## src/sv/json_string_unescape_utf8_macros.svh

```systemverilog
// Assertion helpers for the string unescaper.
`ifndef JSON_STRING_UNESCAPE_UTF8_MACROS_SVH
`define JSON_STRING_UNESCAPE_UTF8_MACROS_SVH

// Same-cycle implication, checked out of reset.
`define JSU_ASSERT_NOW(label, ante, cons) \
    label: assert property (@(posedge clk) disable iff (!rst_n) (ante) |-> (cons)) \
        else $error("jsu check failed");

// Next-cycle implication, checked out of reset.
`define JSU_ASSERT_NEXT(label, ante, cons) \
    label: assert property (@(posedge clk) disable iff (!rst_n) (ante) |=> (cons)) \
        else $error("jsu check failed");

`endif

```

## src/sv/jsu_pkg.sv

```systemverilog
package jsu_pkg;

    // Default depth of the request queue between front and back
    localparam int JSU_FIFO_DEPTH = 4;

    // Result kinds
    localparam logic [1:0] KIND_DATA = 2'd0;
    localparam logic [1:0] KIND_END  = 2'd1;
    localparam logic [1:0] KIND_ERR  = 2'd2;

    // Error codes
    localparam logic [3:0] ERR_NONE          = 4'd0;
    localparam logic [3:0] ERR_NO_OPEN_QUOTE = 4'd1;
    localparam logic [3:0] ERR_CONTROL_CHAR  = 4'd2;
    localparam logic [3:0] ERR_BAD_ESCAPE    = 4'd3;
    localparam logic [3:0] ERR_BAD_HEX       = 4'd4;
    localparam logic [3:0] ERR_LONE_HIGH     = 4'd5;
    localparam logic [3:0] ERR_BAD_LOW       = 4'd6;
    localparam logic [3:0] ERR_UNEXP_LOW     = 4'd7;
    localparam logic [3:0] ERR_UNTERM_STRING = 4'd8;
    localparam logic [3:0] ERR_UNTERM_ESCAPE = 4'd9;
    localparam logic [3:0] ERR_SHORT_UNICODE = 4'd10;

    // One classified request: one to four results of the same kind
    typedef struct packed {
        logic [1:0]      kind;
        logic [3:0]      err;
        logic [1:0]      last_idx;
        logic [3:0][7:0] bytes;
    } jsu_job_t;

    // Queue status seen by front and back
    typedef struct packed {
        logic full;
        logic empty;
    } jsu_q_stat_t;

endpackage

```

## src/sv/jsu_fifo.sv

```systemverilog
module jsu_fifo
    import jsu_pkg::*;
#(
    parameter int DEPTH = JSU_FIFO_DEPTH
)
(
    input  logic        clk,
    input  logic        rst_n,
    input  logic        push,
    input  jsu_job_t    push_job,
    input  logic        pop,
    output jsu_job_t    pop_job,
    output jsu_q_stat_t stat
);

    localparam int PTR_W = (DEPTH > 1) ? $clog2(DEPTH) : 1;
    localparam int CNT_W = $clog2(DEPTH + 1);

    jsu_job_t             mem_reg [DEPTH];
    logic [PTR_W-1:0]     wr_ptr_reg, wr_ptr_next;
    logic [PTR_W-1:0]     rd_ptr_reg, rd_ptr_next;
    logic [CNT_W-1:0]     count_reg, count_next;

    assign stat.full  = (count_reg == CNT_W'(DEPTH));
    assign stat.empty = (count_reg == '0);
    assign pop_job    = mem_reg[rd_ptr_reg];

    // pointer and fill count
    always_comb
    begin
        wr_ptr_next = wr_ptr_reg;
        rd_ptr_next = rd_ptr_reg;
        count_next  = count_reg;
        if (push)
        begin
            wr_ptr_next = (wr_ptr_reg == PTR_W'(DEPTH - 1)) ? '0 : wr_ptr_reg + 1'b1;
        end
        if (pop)
        begin
            rd_ptr_next = (rd_ptr_reg == PTR_W'(DEPTH - 1)) ? '0 : rd_ptr_reg + 1'b1;
        end
        if (push && !pop)
        begin
            count_next = count_reg + 1'b1;
        end
        else if (pop && !push)
        begin
            count_next = count_reg - 1'b1;
        end
    end

    always_ff @(posedge clk or negedge rst_n)
    begin
        if (!rst_n)
        begin
            wr_ptr_reg <= '0;
            rd_ptr_reg <= '0;
            count_reg  <= '0;
        end
        else
        begin
            wr_ptr_reg <= wr_ptr_next;
            rd_ptr_reg <= rd_ptr_next;
            count_reg  <= count_next;
        end
    end

    // storage, no reset
    always_ff @(posedge clk)
    begin
        if (push)
        begin
            mem_reg[wr_ptr_reg] <= push_job;
        end
    end

endmodule

```

## src/sv/jsu_front.sv

```systemverilog
module jsu_front
    import jsu_pkg::*;
(
    input  logic        clk,
    input  logic        rst_n,
    input  logic        in_valid,
    output logic        in_ready,
    input  logic [7:0]  in_byte,
    input  logic        end_of_text,
    output logic        push,
    output jsu_job_t    push_job,
    input  jsu_q_stat_t q_stat
);

    localparam logic [3:0] PH_IDLE   = 4'd0;
    localparam logic [3:0] PH_STR    = 4'd1;
    localparam logic [3:0] PH_ESC    = 4'd2;
    localparam logic [3:0] PH_HEX1   = 4'd3;
    localparam logic [3:0] PH_WANTBS = 4'd4;
    localparam logic [3:0] PH_WANTU  = 4'd5;
    localparam logic [3:0] PH_HEX2   = 4'd6;

    logic [3:0]  phase_reg, phase_next;
    logic [1:0]  hex_cnt_reg, hex_cnt_next;
    logic [15:0] acc_reg, acc_next;
    logic [9:0]  high_reg, high_next;
    logic        has_job;
    jsu_job_t    job;
    logic [4:0]  hex;
    logic [15:0] acc_shift;
    logic        accept;

    // {valid, value} of an ASCII hex digit
    function automatic logic [4:0] hex_value(input logic [7:0] c);
        logic [4:0] r;
        r = '0;
        if (c >= 8'h30 && c <= 8'h39)
        begin
            r = {1'b1, c[3:0]};
        end
        else if ((c >= 8'h61 && c <= 8'h66) || (c >= 8'h41 && c <= 8'h46))
        begin
            r = {1'b1, c[3:0] + 4'd9};
        end
        return r;
    endfunction

    // UTF-8 encoding of one code point
    function automatic jsu_job_t utf8_job(input logic [20:0] cp);
        jsu_job_t j;
        j      = '0;
        j.kind = KIND_DATA;
        j.err  = ERR_NONE;
        if (cp <= 21'h7F)
        begin
            j.bytes[0] = cp[7:0];
            j.last_idx = 2'd0;
        end
        else if (cp <= 21'h7FF)
        begin
            j.bytes[0] = {3'b110, cp[10:6]};
            j.bytes[1] = {2'b10, cp[5:0]};
            j.last_idx = 2'd1;
        end
        else if (cp <= 21'hFFFF)
        begin
            j.bytes[0] = {4'b1110, cp[15:12]};
            j.bytes[1] = {2'b10, cp[11:6]};
            j.bytes[2] = {2'b10, cp[5:0]};
            j.last_idx = 2'd2;
        end
        else
        begin
            j.bytes[0] = {5'b11110, cp[20:18]};
            j.bytes[1] = {2'b10, cp[17:12]};
            j.bytes[2] = {2'b10, cp[11:6]};
            j.bytes[3] = {2'b10, cp[5:0]};
            j.last_idx = 2'd3;
        end
        return j;
    endfunction

    function automatic jsu_job_t single_job(input logic [1:0] k, input logic [7:0] b,
                                            input logic [3:0] e);
        jsu_job_t j;
        j          = '0;
        j.kind     = k;
        j.bytes[0] = b;
        j.err      = e;
        j.last_idx = 2'd0;
        return j;
    endfunction

    assign in_ready  = !q_stat.full;
    assign accept    = in_valid && in_ready;
    assign push      = accept && has_job;
    assign push_job  = job;
    assign hex       = hex_value(in_byte);
    assign acc_shift = {acc_reg[11:0], hex[3:0]};

    // classify one byte against the current phase
    always_comb
    begin
        phase_next   = phase_reg;
        hex_cnt_next = hex_cnt_reg;
        acc_next     = acc_reg;
        high_next    = high_reg;
        has_job      = 1'b0;
        job          = '0;
        case (phase_reg)
            PH_STR:
            begin
                if (end_of_text)
                begin
                    has_job = 1'b1;
                    job     = single_job(KIND_ERR, 8'h00, ERR_UNTERM_STRING);
                end
                else if (in_byte == 8'h22)
                begin
                    has_job = 1'b1;
                    job     = single_job(KIND_END, 8'h00, ERR_NONE);
                end
                else if (in_byte < 8'h20)
                begin
                    has_job = 1'b1;
                    job     = single_job(KIND_ERR, 8'h00, ERR_CONTROL_CHAR);
                end
                else if (in_byte == 8'h5C)
                begin
                    phase_next = PH_ESC;
                end
                else
                begin
                    has_job = 1'b1;
                    job     = single_job(KIND_DATA, in_byte, ERR_NONE);
                end
            end
            PH_ESC:
            begin
                phase_next = PH_STR;
                has_job    = 1'b1;
                if (end_of_text)
                begin
                    job = single_job(KIND_ERR, 8'h00, ERR_UNTERM_ESCAPE);
                end
                else
                begin
                    case (in_byte)
                        8'h22, 8'h5C, 8'h2F: job = single_job(KIND_DATA, in_byte, ERR_NONE);
                        8'h62: job = single_job(KIND_DATA, 8'h08, ERR_NONE);
                        8'h66: job = single_job(KIND_DATA, 8'h0C, ERR_NONE);
                        8'h6E: job = single_job(KIND_DATA, 8'h0A, ERR_NONE);
                        8'h72: job = single_job(KIND_DATA, 8'h0D, ERR_NONE);
                        8'h74: job = single_job(KIND_DATA, 8'h09, ERR_NONE);
                        8'h75:
                        begin
                            has_job      = 1'b0;
                            phase_next   = PH_HEX1;
                            hex_cnt_next = '0;
                            acc_next     = '0;
                        end
                        default: job = single_job(KIND_ERR, 8'h00, ERR_BAD_ESCAPE);
                    endcase
                end
            end
            PH_HEX1, PH_HEX2:
            begin
                if (end_of_text)
                begin
                    has_job = 1'b1;
                    job     = single_job(KIND_ERR, 8'h00, ERR_SHORT_UNICODE);
                end
                else if (!hex[4])
                begin
                    has_job = 1'b1;
                    job     = single_job(KIND_ERR, 8'h00, ERR_BAD_HEX);
                end
                else if (hex_cnt_reg != 2'd3)
                begin
                    hex_cnt_next = hex_cnt_reg + 1'b1;
                    acc_next     = acc_shift;
                end
                else
                begin
                    hex_cnt_next = '0;
                    acc_next     = '0;
                    if (phase_reg == PH_HEX1)
                    begin
                        if (acc_shift[15:10] == 6'b110110)
                        begin
                            high_next  = acc_shift[9:0];
                            phase_next = PH_WANTBS;
                        end
                        else if (acc_shift[15:10] == 6'b110111)
                        begin
                            has_job = 1'b1;
                            job     = single_job(KIND_ERR, 8'h00, ERR_UNEXP_LOW);
                        end
                        else
                        begin
                            has_job    = 1'b1;
                            phase_next = PH_STR;
                            job        = utf8_job({5'd0, acc_shift});
                        end
                    end
                    else if (acc_shift[15:10] != 6'b110111)
                    begin
                        has_job = 1'b1;
                        job     = single_job(KIND_ERR, 8'h00, ERR_BAD_LOW);
                    end
                    else
                    begin
                        // surrogate pair: 0x10000 + high bits ++ low bits
                        has_job    = 1'b1;
                        phase_next = PH_STR;
                        job        = utf8_job(21'h10000 + {1'b0, high_reg, acc_shift[9:0]});
                    end
                end
            end
            PH_WANTBS:
            begin
                if (end_of_text || in_byte != 8'h5C)
                begin
                    has_job = 1'b1;
                    job     = single_job(KIND_ERR, 8'h00, ERR_LONE_HIGH);
                end
                else
                begin
                    phase_next = PH_WANTU;
                end
            end
            PH_WANTU:
            begin
                if (end_of_text || in_byte != 8'h75)
                begin
                    has_job = 1'b1;
                    job     = single_job(KIND_ERR, 8'h00, ERR_LONE_HIGH);
                end
                else
                begin
                    phase_next   = PH_HEX2;
                    hex_cnt_next = '0;
                    acc_next     = '0;
                end
            end
            default:
            begin
                if (end_of_text || in_byte != 8'h22)
                begin
                    has_job = 1'b1;
                    job     = single_job(KIND_ERR, 8'h00, ERR_NO_OPEN_QUOTE);
                end
                else
                begin
                    phase_next = PH_STR;
                end
            end
        endcase
        // end and error both return to idle with the digit state cleared
        if (has_job && job.kind != KIND_DATA)
        begin
            phase_next   = PH_IDLE;
            hex_cnt_next = '0;
            acc_next     = '0;
        end
    end

    always_ff @(posedge clk or negedge rst_n)
    begin
        if (!rst_n)
        begin
            phase_reg   <= PH_IDLE;
            hex_cnt_reg <= '0;
            acc_reg     <= '0;
            high_reg    <= '0;
        end
        else if (accept)
        begin
            phase_reg   <= phase_next;
            hex_cnt_reg <= hex_cnt_next;
            acc_reg     <= acc_next;
            high_reg    <= high_next;
        end
    end

endmodule

```

## src/sv/jsu_back.sv

```systemverilog
`include "json_string_unescape_utf8_macros.svh"

module jsu_back
    import jsu_pkg::*;
(
    input  logic        clk,
    input  logic        rst_n,
    input  jsu_job_t    pop_job,
    input  jsu_q_stat_t q_stat,
    output logic        pop,
    output logic        out_valid,
    input  logic        out_ready,
    output logic [1:0]  kind,
    output logic [7:0]  out_byte,
    output logic [3:0]  error_code,
    output logic        last
);

    jsu_job_t   job_reg;
    logic       job_valid_reg, job_valid_next;
    logic [1:0] idx_reg, idx_next;
    logic       out_valid_reg, out_valid_next;
    logic [1:0] kind_reg;
    logic [7:0] byte_reg;
    logic [3:0] err_reg;
    logic       last_reg;
    logic       emit;
    logic       is_last;

    // one result per cycle while the output slot drains
    assign emit    = job_valid_reg && (!out_valid_reg || out_ready);
    assign is_last = (idx_reg == job_reg.last_idx);
    assign pop     = !q_stat.empty && (!job_valid_reg || (emit && is_last));

    assign out_valid  = out_valid_reg;
    assign kind       = kind_reg;
    assign out_byte   = byte_reg;
    assign error_code = err_reg;
    assign last       = last_reg;

    always_comb
    begin
        job_valid_next = job_valid_reg;
        idx_next       = idx_reg;
        out_valid_next = out_valid_reg;
        if (emit)
        begin
            out_valid_next = 1'b1;
            idx_next       = is_last ? 2'd0 : idx_reg + 1'b1;
            if (is_last)
            begin
                job_valid_next = 1'b0;
            end
        end
        else if (out_ready)
        begin
            out_valid_next = 1'b0;
        end
        if (pop)
        begin
            job_valid_next = 1'b1;
        end
    end

    always_ff @(posedge clk or negedge rst_n)
    begin
        if (!rst_n)
        begin
            job_valid_reg <= 1'b0;
            idx_reg       <= '0;
            out_valid_reg <= 1'b0;
        end
        else
        begin
            job_valid_reg <= job_valid_next;
            idx_reg       <= idx_next;
            out_valid_reg <= out_valid_next;
        end
    end

    // payload registers
    always_ff @(posedge clk)
    begin
        if (pop)
        begin
            job_reg <= pop_job;
        end
        if (emit)
        begin
            kind_reg <= job_reg.kind;
            byte_reg <= job_reg.bytes[idx_reg];
            err_reg  <= job_reg.err;
            last_reg <= is_last;
        end
    end

    `JSU_ASSERT_NOW(a_idx_in_range, job_valid_reg, idx_reg <= job_reg.last_idx)
    `JSU_ASSERT_NOW(a_single_non_data, job_valid_reg && job_reg.kind != KIND_DATA, job_reg.last_idx == 2'd0)
    `JSU_ASSERT_NOW(a_end_err_is_last, out_valid_reg && kind_reg != KIND_DATA, last_reg)
    `JSU_ASSERT_NEXT(a_pop_loads_job, pop, job_valid_reg && idx_reg == 2'd0)

endmodule

```

## src/sv/json_string_unescape_utf8.sv

```systemverilog
// JSON string literal unescaper with UTF-8 output.
// Input channel (in_valid/in_ready): one raw byte of the literal per request,
// starting with the opening quote; end_of_text marks the text exhausted.
// Output channel (out_valid/out_ready): one result per request with kind
// (data byte, clean end, error), out_byte, error_code and last, which flags
// the final result caused by an input byte. A \uXXXX escape or a surrogate
// pair yields 1 to 4 data bytes on the byte that completes it.
// Results pass through the request queue, job register and output register.
// Throughput: one input byte and one result per cycle; the front decoder
// takes a byte every cycle while the request queue (FIFO_DEPTH entries) has
// room, and the output stage drains one result per cycle unless stalled, so
// bytes that expand to several results are absorbed by the queue.
// Reset clears the decoder to idle (awaiting the opening quote) and empties
// the queue and output stage. When the receiver stalls, the queue fills and
// in_ready drops until results are taken again.
module json_string_unescape_utf8
    import jsu_pkg::*;
#(
    parameter int FIFO_DEPTH = JSU_FIFO_DEPTH
)
(
    input  logic       clk,
    input  logic       rst_n,
    input  logic       in_valid,
    output logic       in_ready,
    input  logic [7:0] in_byte,
    input  logic       end_of_text,
    output logic       out_valid,
    input  logic       out_ready,
    output logic [1:0] kind,
    output logic [7:0] out_byte,
    output logic [3:0] error_code,
    output logic       last
);

    logic        push;
    logic        pop;
    jsu_job_t    push_job;
    jsu_job_t    pop_job;
    jsu_q_stat_t q_stat;

    jsu_front u_front
    (
        .clk         (clk),
        .rst_n       (rst_n),
        .in_valid    (in_valid),
        .in_ready    (in_ready),
        .in_byte     (in_byte),
        .end_of_text (end_of_text),
        .push        (push),
        .push_job    (push_job),
        .q_stat      (q_stat)
    );

    jsu_fifo #(
        .DEPTH (FIFO_DEPTH)
    ) u_fifo
    (
        .clk      (clk),
        .rst_n    (rst_n),
        .push     (push),
        .push_job (push_job),
        .pop      (pop),
        .pop_job  (pop_job),
        .stat     (q_stat)
    );

    jsu_back u_back
    (
        .clk        (clk),
        .rst_n      (rst_n),
        .pop_job    (pop_job),
        .q_stat     (q_stat),
        .pop        (pop),
        .out_valid  (out_valid),
        .out_ready  (out_ready),
        .kind       (kind),
        .out_byte   (out_byte),
        .error_code (error_code),
        .last       (last)
    );

endmodule
```

## config.mk

```make
export PLATFORM = sky130hd
export DESIGN_NAME = json_string_unescape_utf8
export DESIGN_NICKNAME = d
export VERILOG_FILES = /design/src/sv/jsu_pkg.sv /design/src/sv/jsu_fifo.sv /design/src/sv/jsu_front.sv /design/src/sv/jsu_back.sv /design/src/sv/json_string_unescape_utf8.sv
export VERILOG_INCLUDE_DIRS = /design/src /design/src/sv
export SDC_FILE = /design/constraint.sdc
export NUM_CORES = 1
export LEC_CHECK = 0
export BUFFER_PORTS_ARGS = -buffer_cell sky130_fd_sc_hd__clkbuf_2
export CORE_MARGIN = 2
export CORE_UTILIZATION = 45
export CTS_CLUSTER_DIAMETER = 150
export DETAILED_ROUTE_END_ITERATION = 12
export GPL_TIMING_DRIVEN = 1
export PLACE_DENSITY = 0.68
export SYNTH_ARGS = -nofsm -noshare
export SYNTH_HDL_FRONTEND = slang
export SYNTH_SLANG_ARGS = --single-unit
export TNS_END_PERCENT = 100
```

## constraint.sdc

```tcl
create_clock -name clk -period 3.5 [get_ports clk]
set_input_delay 0.175 -clock clk [delete_from_list [all_inputs] [get_ports clk]]
set_output_delay 0.175 -clock clk [all_outputs]
set_load 0.02 [all_outputs]
```

== Word-level counts from Yosys, hierarchy flattened ==
Memory sizes are Yosys's and may differ from the RTL's. A register that Yosys moved wholly into a read port is not among the register bits.
Cells that the tools add are included.

* Memories: 1
* Output and inout port bits: 17
* Logic and storage cells: 211
* Memory bits (writable): 160
* Bits in registers: 54
* Input bits: 13

{| class="wikitable"
|+ Memories
! memory !! depth !! width !! read ports !! clocked after Yosys merged registers in !! write ports !! RTL line !! source
|-
| u_fifo.mem_reg || 4 || 40 || 1 || 1 || 1 || jsu_fifo.sv:19 || <nowiki>jsu_job_t mem_reg [DEPTH];</nowiki>
|}

* Muxes and demuxes: 97
* Add/sub/neg operators: 8
* $lt $le $gt $ge: 13
* Reductions and logical operators: 36
* Equality and inequality tests: 40
* Bitwise logic cells: 2

{| class="wikitable"
|+ Operator list
! kind !! number
|-
| $mux 40 || 14
|-
| $pmux 40 s7 || 1
|-
| $pmux 40 s5 || 1
|-
| $mux 12 || 7
|-
| $mux 4 || 16
|-
| $eq 8x7->1 const B || 7
|-
| $mux 24 || 2
|-
| $mux 8 || 6
|-
| $pmux 12 s3 || 1
|-
| $mux 16 || 2
|-
| $mux 2 || 15
|-
| $mux 1 || 22
|-
| $mux 22 || 1
|-
| $add 17x20->21 const A || 1
|-
| $le 21x11->1 const B || 1
|-
| $le 21x16->1 const B || 1
|-
| $le 21x7->1 const B || 1
|-
| $pmux 4 s5 || 1
|-
| $bmux 8 s2 || 1
|-
| $eq 8x6->1 const B || 2
|-
| $ge 8x7->1 const B || 2
|-
| $le 16x11->1 const B || 1
|-
| $le 16x7->1 const B || 1
|-
| $le 8x7->1 const B || 2
|-
| other kinds (42) || 87
|}

== Depth between registers and ports, before layout ==
* Depth after elaboration: 20
* Mapped depth: 15
* Depth with buffers taken out: 15

== Hierarchy ==
Synthesis repeated with hierarchy kept, for this count alone.

* Cell total of the unflattened synthesis: 747
* Area total of the unflattened synthesis: 11467.2 um^2

{| class="wikitable"
|+ Modules (own cells, without submodules)
! module !! instances !! sequential area each (um^2) !! area each (um^2) !! cells an instance
|-
| jsu_fifo || 1 || 4979.8 || 6241.0 || 247
|-
| jsu_front || 1 || 675.6 || 3151.8 || 411
|-
| jsu_back || 1 || 1751.7 || 2074.5 || 89
|}

== Worst setup path after synthesis ==
No wires, ideal clock.

* Kind: input -> register
* From: in in_byte[1]
* To: mem u_fifo.mem_reg[3][0] (netlist bit) (enable)
* Arrival: 2829 ps
* Stages on the path: 10
* Required time: 3103 ps
* Setup slack: 274 ps
* Buffers on the path: 0
* Library setup time: 397 ps
* Path through: inv_1 -> ha_1 -> or3b_1 -> nand3_1 -> nand2_1 -> a21oi_1 -> nor3_1 -> a21o_1 -> a31oi_1 -> and2_1

* Cells in the longest elaborated chain, start to end: 11
* Elaborated cells on any way between the ends: 37
* Those cells by class: 7 x order compare; 6 x eq/ne; 16 x mux; 8 x reduce/logical

{| class="wikitable"
|+ RTL lines
! element !! RTL line !! source
|-
| from (decl) || json_string_unescape_utf8.sv:26 || <nowiki>input logic [7:0] in_byte,</nowiki>
|-
| $ge 8x7->1 or $le 8x7->1 (tied branches) || jsu_front.sv:41 || <nowiki>else if ((c >= 8'h61 && c <= 8'h66) || (c >= 8'h41 && c <= 8'h46))</nowiki>
|-
| $logic_and 1x1->1 || jsu_front.sv:41 ||
|-
| $logic_or 1x1->1 || jsu_front.sv:41 ||
|-
| $mux 5 || jsu_front.sv:41 ||
|-
| $mux 5 || jsu_front.sv:37 || <nowiki>if (c >= 8'h30 && c <= 8'h39)</nowiki>
|-
| $mux 1 || jsu_front.sv:173 || <nowiki>else if (!hex[4])</nowiki>
|-
| $mux 1 || jsu_front.sv:168 || <nowiki>if (end_of_text)</nowiki>
|-
| $pmux 1 s5 (*) || jsu_front.sv:110 || <nowiki>case (phase_reg)</nowiki>
|-
| $logic_and 1x1->1 (*) || jsu_front.sv:96 || <nowiki>assign push = accept && has_job;</nowiki>
|-
| named net push || json_string_unescape_utf8.sv:36 || <nowiki>logic push;</nowiki>
|-
| $mux 1 (*) || jsu_fifo.sv:71 || <nowiki>if (push)</nowiki>
|-
| $mux 1 (implied by the code) (*) || jsu_fifo.sv:73 || <nowiki>mem_reg[wr_ptr_reg] <= push_job;</nowiki>
|-
| to (decl) || jsu_fifo.sv:19 ||
|}

Mark *: on every way through the listed nets, which the timed path passes. The rest lies on a longest branch.

== Worst setup path in the final report ==
* From: reg u_front.phase_reg[0]
* To: reg u_fifo.count_reg[1]

* Elaborated cells on any way between the ends: 18
* Those cells by class: 6 x eq/ne; 6 x mux; 6 x reduce/logical

{| class="wikitable"
|+ RTL lines
! element !! RTL line !! source
|-
| from (decl) || jsu_front.sv:23 || <nowiki>logic [3:0] phase_reg, phase_next;</nowiki>
|-
| from (signal assigned) || jsu_front.sv:279 || <nowiki>phase_reg <= phase_next;</nowiki>
|-
| $eq 4x2->1 || jsu_front.sv:110, jsu_front.sv:187 ||
|-
| $mux 1 || jsu_front.sv:187 || <nowiki>if (phase_reg == PH_HEX1)</nowiki>
|-
| $mux 1 || jsu_front.sv:178 || <nowiki>else if (hex_cnt_reg != 2'd3)</nowiki>
|-
| $mux 1 || jsu_front.sv:173 ||
|-
| $mux 1 || jsu_front.sv:168 ||
|-
| $pmux 1 s5 (*) || jsu_front.sv:110 ||
|-
| $logic_and 1x1->1 (*) || jsu_front.sv:96 ||
|-
| named net push || json_string_unescape_utf8.sv:36 ||
|-
| $logic_and 1x1->1 (*) || jsu_fifo.sv:42 || <nowiki>if (push && !pop)</nowiki>
|-
| $mux 3 (*) || jsu_fifo.sv:42 ||
|-
| named net u_fifo.count_next[1] || jsu_fifo.sv:22 || <nowiki>logic [CNT_W-1:0] count_reg, count_next;</nowiki>
|-
| to (signal assigned) || jsu_fifo.sv:64 || <nowiki>count_reg <= count_next;</nowiki>
|-
| to (decl) || jsu_fifo.sv:22 ||
|}

Marks and branches as above.
A chain may end at the register's enable or synchronous reset.

==> results.json <==
{
  "outcome": "finished clean",
  "arrival_ns": 3.52,
  "cts_tree": "built",
  "synth-compound-area-share_pct": 10.04,
  "timing.fmax_ghz": 0.3197,
  "start_kind": "flop",
  "tns_ns": 0,
  "critical_path_buf_inv_count": 3,
  "maxSlewHeadroom_pct": 19.41,
  "synth_nets": 770,
  "io_pins": 30,
  "yosysWarnings": 0,
  "design_area_mm2": 0.01225,
  "clkLatencyLatePin_ns": 0.51,
  "min_path_type": "input pin to flop",
  "mostFrequentLayoutCells": "edfxtp_1 (195), nand2_1 (51), nor2_1 (46), mux4_2 (43), dfrtp_1 (37)",
  "timing.reg2reg.setup_slack_ns": 0.37,
  "via_count": 6683,
  "crit-reg2reg-launch": "u_front.phase_reg[0]$_DFFE_PN0P_",
  "synth_edf_count": 195,
  "slowest_delay_ns": 0.49,
  "largest_reg_flops": 144,
  "ys_seq_elements": 233,
  "wl_met3_mm": 1.366,
  "num_rows": 56,
  "dpl.cell_count": 1090,
  "tightestPinTransition_ns": 1.199,
  "layout_setup_ws_ns": 0.3718,
  "hold-worst-slack_ns": 0.2354,
  "synthAdderAreaFrac_pct": 1.807,
  "p_clk_share_pct": 28.3,
  "clk_path_buf_depth": 3,
  "startpoint": "u_front.phase_reg[0]$_DFFE_PN0P_",
  "drive_gt1_share_pct": 22.58,
  "final_nets": 829,
  "synth_top_family_by_area": "simple AND/OR/NAND/NOR gates",
  "crit_end": "u_fifo.count_reg[1]$_DFFE_PN0P_",
  "synth_area_mm2": 0.01080,
  "routed_via_density": 5.893,
  "highest_layer": "met4",
  "antenna_found_initial": 0,
  "start_util_pct": 45.89,
  "track_usage_pct": 18.72,
  "synth_simple_gate_area_share_pct": 11.52,
  "post_drt_wl_per_cell_um": 20.76,
  "grt_max_degree": 39,
  "die_x_um": 159.0,
  "dp_hpwl_mm": 15.84,
  "diodes": 0,
  "met1_length_mm": 10.84,
  "sequentialPowerShare_pct": 49.5,
  "numPortBuffers": 29,
  "cp_max_fo": 3,
  "maxSlewViolCount": 0,
  "crit_path_cell_trace": "or4bb_1 > a2111oi_1 > buf_4 > o21ai_1 > a22oi_2 > a31oi_1 > buf_4 > ha_1 > inv_1 > fa_1 > mux2_2",
  "initialDrtViolationCount": 735,
  "period_share_pct": 89.38,
  "syn_to_final_growth_pct": 13.40,
  "fp.dieH_um": 159.0,
  "antenna_left": 0,
  "p_leak_nw": 4.286,
  "crit_top_cell": "buf_4",
  "maxCapViolations": 0,
  "gp_congestion": 0.9246,
  "synth-async-reset-ratio_pct": 16.31,
  "switching_share_pct": 27.15,
  "hold_violations": 0,
  "clk_pin_slew_ns": 0.06,
  "crit_required_ns": 3.90,
  "p_switching_mw": 2.214,
  "layout_commonest_cell": "edfxtp_1",
  "synth_xor_area_share_pct": 0.5675,
  "drt_pass1_iterations": 6,
  "cpLargestDelayFamily": "compound AO/OA/AOI/OAI gates",
  "synthCells": 742,
  "crit_type": "flop to flop",
  "die_area_mm2": 0.02527,
  "min_period_ns": 3.128,
  "instances_no_fill": 1134,
  "fp.coreArea_mm2": 0.02354,
  "cts_max_level": 1,
  "cts_made_buffers": 25,
  "final.setup_skew_ns": 0.01017,
  "nFillCells": 1986,
  "rsz0062_at_grt": "false",
  "r2r_cells": 11,
  "post-cts-setup-buffers": 0,
  "powerDensity_mw_per_mm2": 665.7,
  "endpoint_kind": "flop",
  "met2WireLength_mm": 10.74,
  "ctsResizeCount": 0,
  "routed_wl_mm": 23.55,
  "seq_area_frac_synth_pct": 63.00,
  "place_ws_ns": 0.07235,
  "drc": 0,
  "cts.sinks": 233,
  "ys.flop_type": "edfxtp_1",
  "p_int_mw": 5.942,
  "syn_avg_cell_area_um2": 14.56,
  "worst-path-stages": 11,
  "synthMuxAreaShare_pct": 10.86,
  "dpl-instance-area_mm2": 0.01152,
  "root_buffer": "clkbuf_16",
  "ir_worst_vdd_uv": 282.5,
  "grt_pass1_vias": 6581,
  "grt_pass1_wl_mm": 37.61,
  "r2r-end": "u_fifo.count_reg[1]$_DFFE_PN0P_",
  "cp_slowest_cell": "or4bb_1",
  "synth_cell_types": 89,
  "p_comb_share_pct": 22.2,
  "grt_overflow": 0,
  "setup_viol": 0
}
## layer usage
metal | global-route usage (%) | vias up
met5 | 0 | -
met4 | 5.331 | 0
met3 | 2.735 | 47
met2 | 29.38 | 249
met1 | 27.54 | 3329
li1 | - | 3058
## area by class of cell
| class | instances | area, µm² | share of cell area (%) |
|---|---|---|---|
| multi-input combinational | 455 | 3771 | 30.78 |
| clock inverter | 12 | 61.31 | 0.5004 |
| clock buffer | 29 | 640.6 | 5.229 |
| timing repair buffer | 70 | 510.5 | 4.167 |
| tap | 319 | 399.1 | 3.258 |
| sequential | 233 | 6808 | 55.57 |
| inverter | 16 | 61.31 | 0.5004 |
## power groups by stage
stage                     logic [mW]  registers, mW  clock network, mW
final                           1.81           4.04               2.31
after global routing            1.99           4.11               2.47
after CTS                       1.85           4.05               2.35
after detailed placement        1.85           4.10                  0
after global placement          1.82           4.08                  0
after floorplan                 1.22           4.11                  0
## through the flow
stage               power (mW)  utilization (%)
global route             8.566            52.04
CTS                      8.254            52.04
global placement         5.896            48.93
floorplan                5.331                -
finish                   8.156            52.04
detailed placement       5.947            48.93
## synth_stat cells (8+ instances only)
cell | n | area share (%)
ha_1 | 14 | 1.6
nand2b_1 | 11 | 0.64
a22o_1 | 15 | 1.2
nor2_1 | 46 | 1.6
mux4_2 | 43 | 9.0
clkbuf_1 | 24 | 0.83
and3_1 | 11 | 0.64
inv_1 | 15 | 0.52
edfxtp_1 | 195 | 54
a21o_1 | 9 | 0.63
nand3_1 | 18 | 0.83
nand2_1 | 51 | 1.8
nor4_1 | 8 | 0.46
o21ai_0 | 23 | 1.1
dfrtp_1 | 38 | 8.8
nor3_1 | 14 | 0.65
a21oi_1 | 31 | 1.4
mux2_2 | 13 | 1.4
and2_1 | 12 | 0.69
## worst min-delay path by stage
stage / slack (ns) / from / end / cells past startpoint
floorplan: -0.12 / rst_n / u_back.idx_reg[0]$_DFFE_PN0P_ / 0
global placement: 0.40 / rst_n / u_front.phase_reg[0]$_DFFE_PN0P_ / 1
detailed placement: 0.41 / rst_n / u_front.hex_cnt_reg[1]$_DFFE_PN0P_ / 1
CTS: 0.22 / in_byte[3] / u_fifo.mem_reg[0][3]$_DFFE_PP_ / 2
global route: 0.27 / in_byte[3] / u_fifo.mem_reg[0][3]$_DFFE_PP_ / 2
finish: 0.24 / in_byte[3] / u_fifo.mem_reg[0][3]$_DFFE_PP_ / 2
## kinds of logic (layout without fill, tap and decap cells)
family | count (synthesis) | count (layout)
AND/OR/NAND/NOR | 223 | 223
adder cells (fa/ha/maj) | 15 | 15
flip-flops | 233 | 233
AO/OA/AOI/OAI | 149 | 149
multiplexers | 61 | 61
buffers and inverters | 54 | 127
XOR/XNOR | 7 | 7
## timing repair
item,in CTS,in global routing
hold buffers,3,0
hold endpoints to repair,40,0
endpoints found under the setup margin,0,0
No activity file was read; power rests on OpenSTA's default activity.
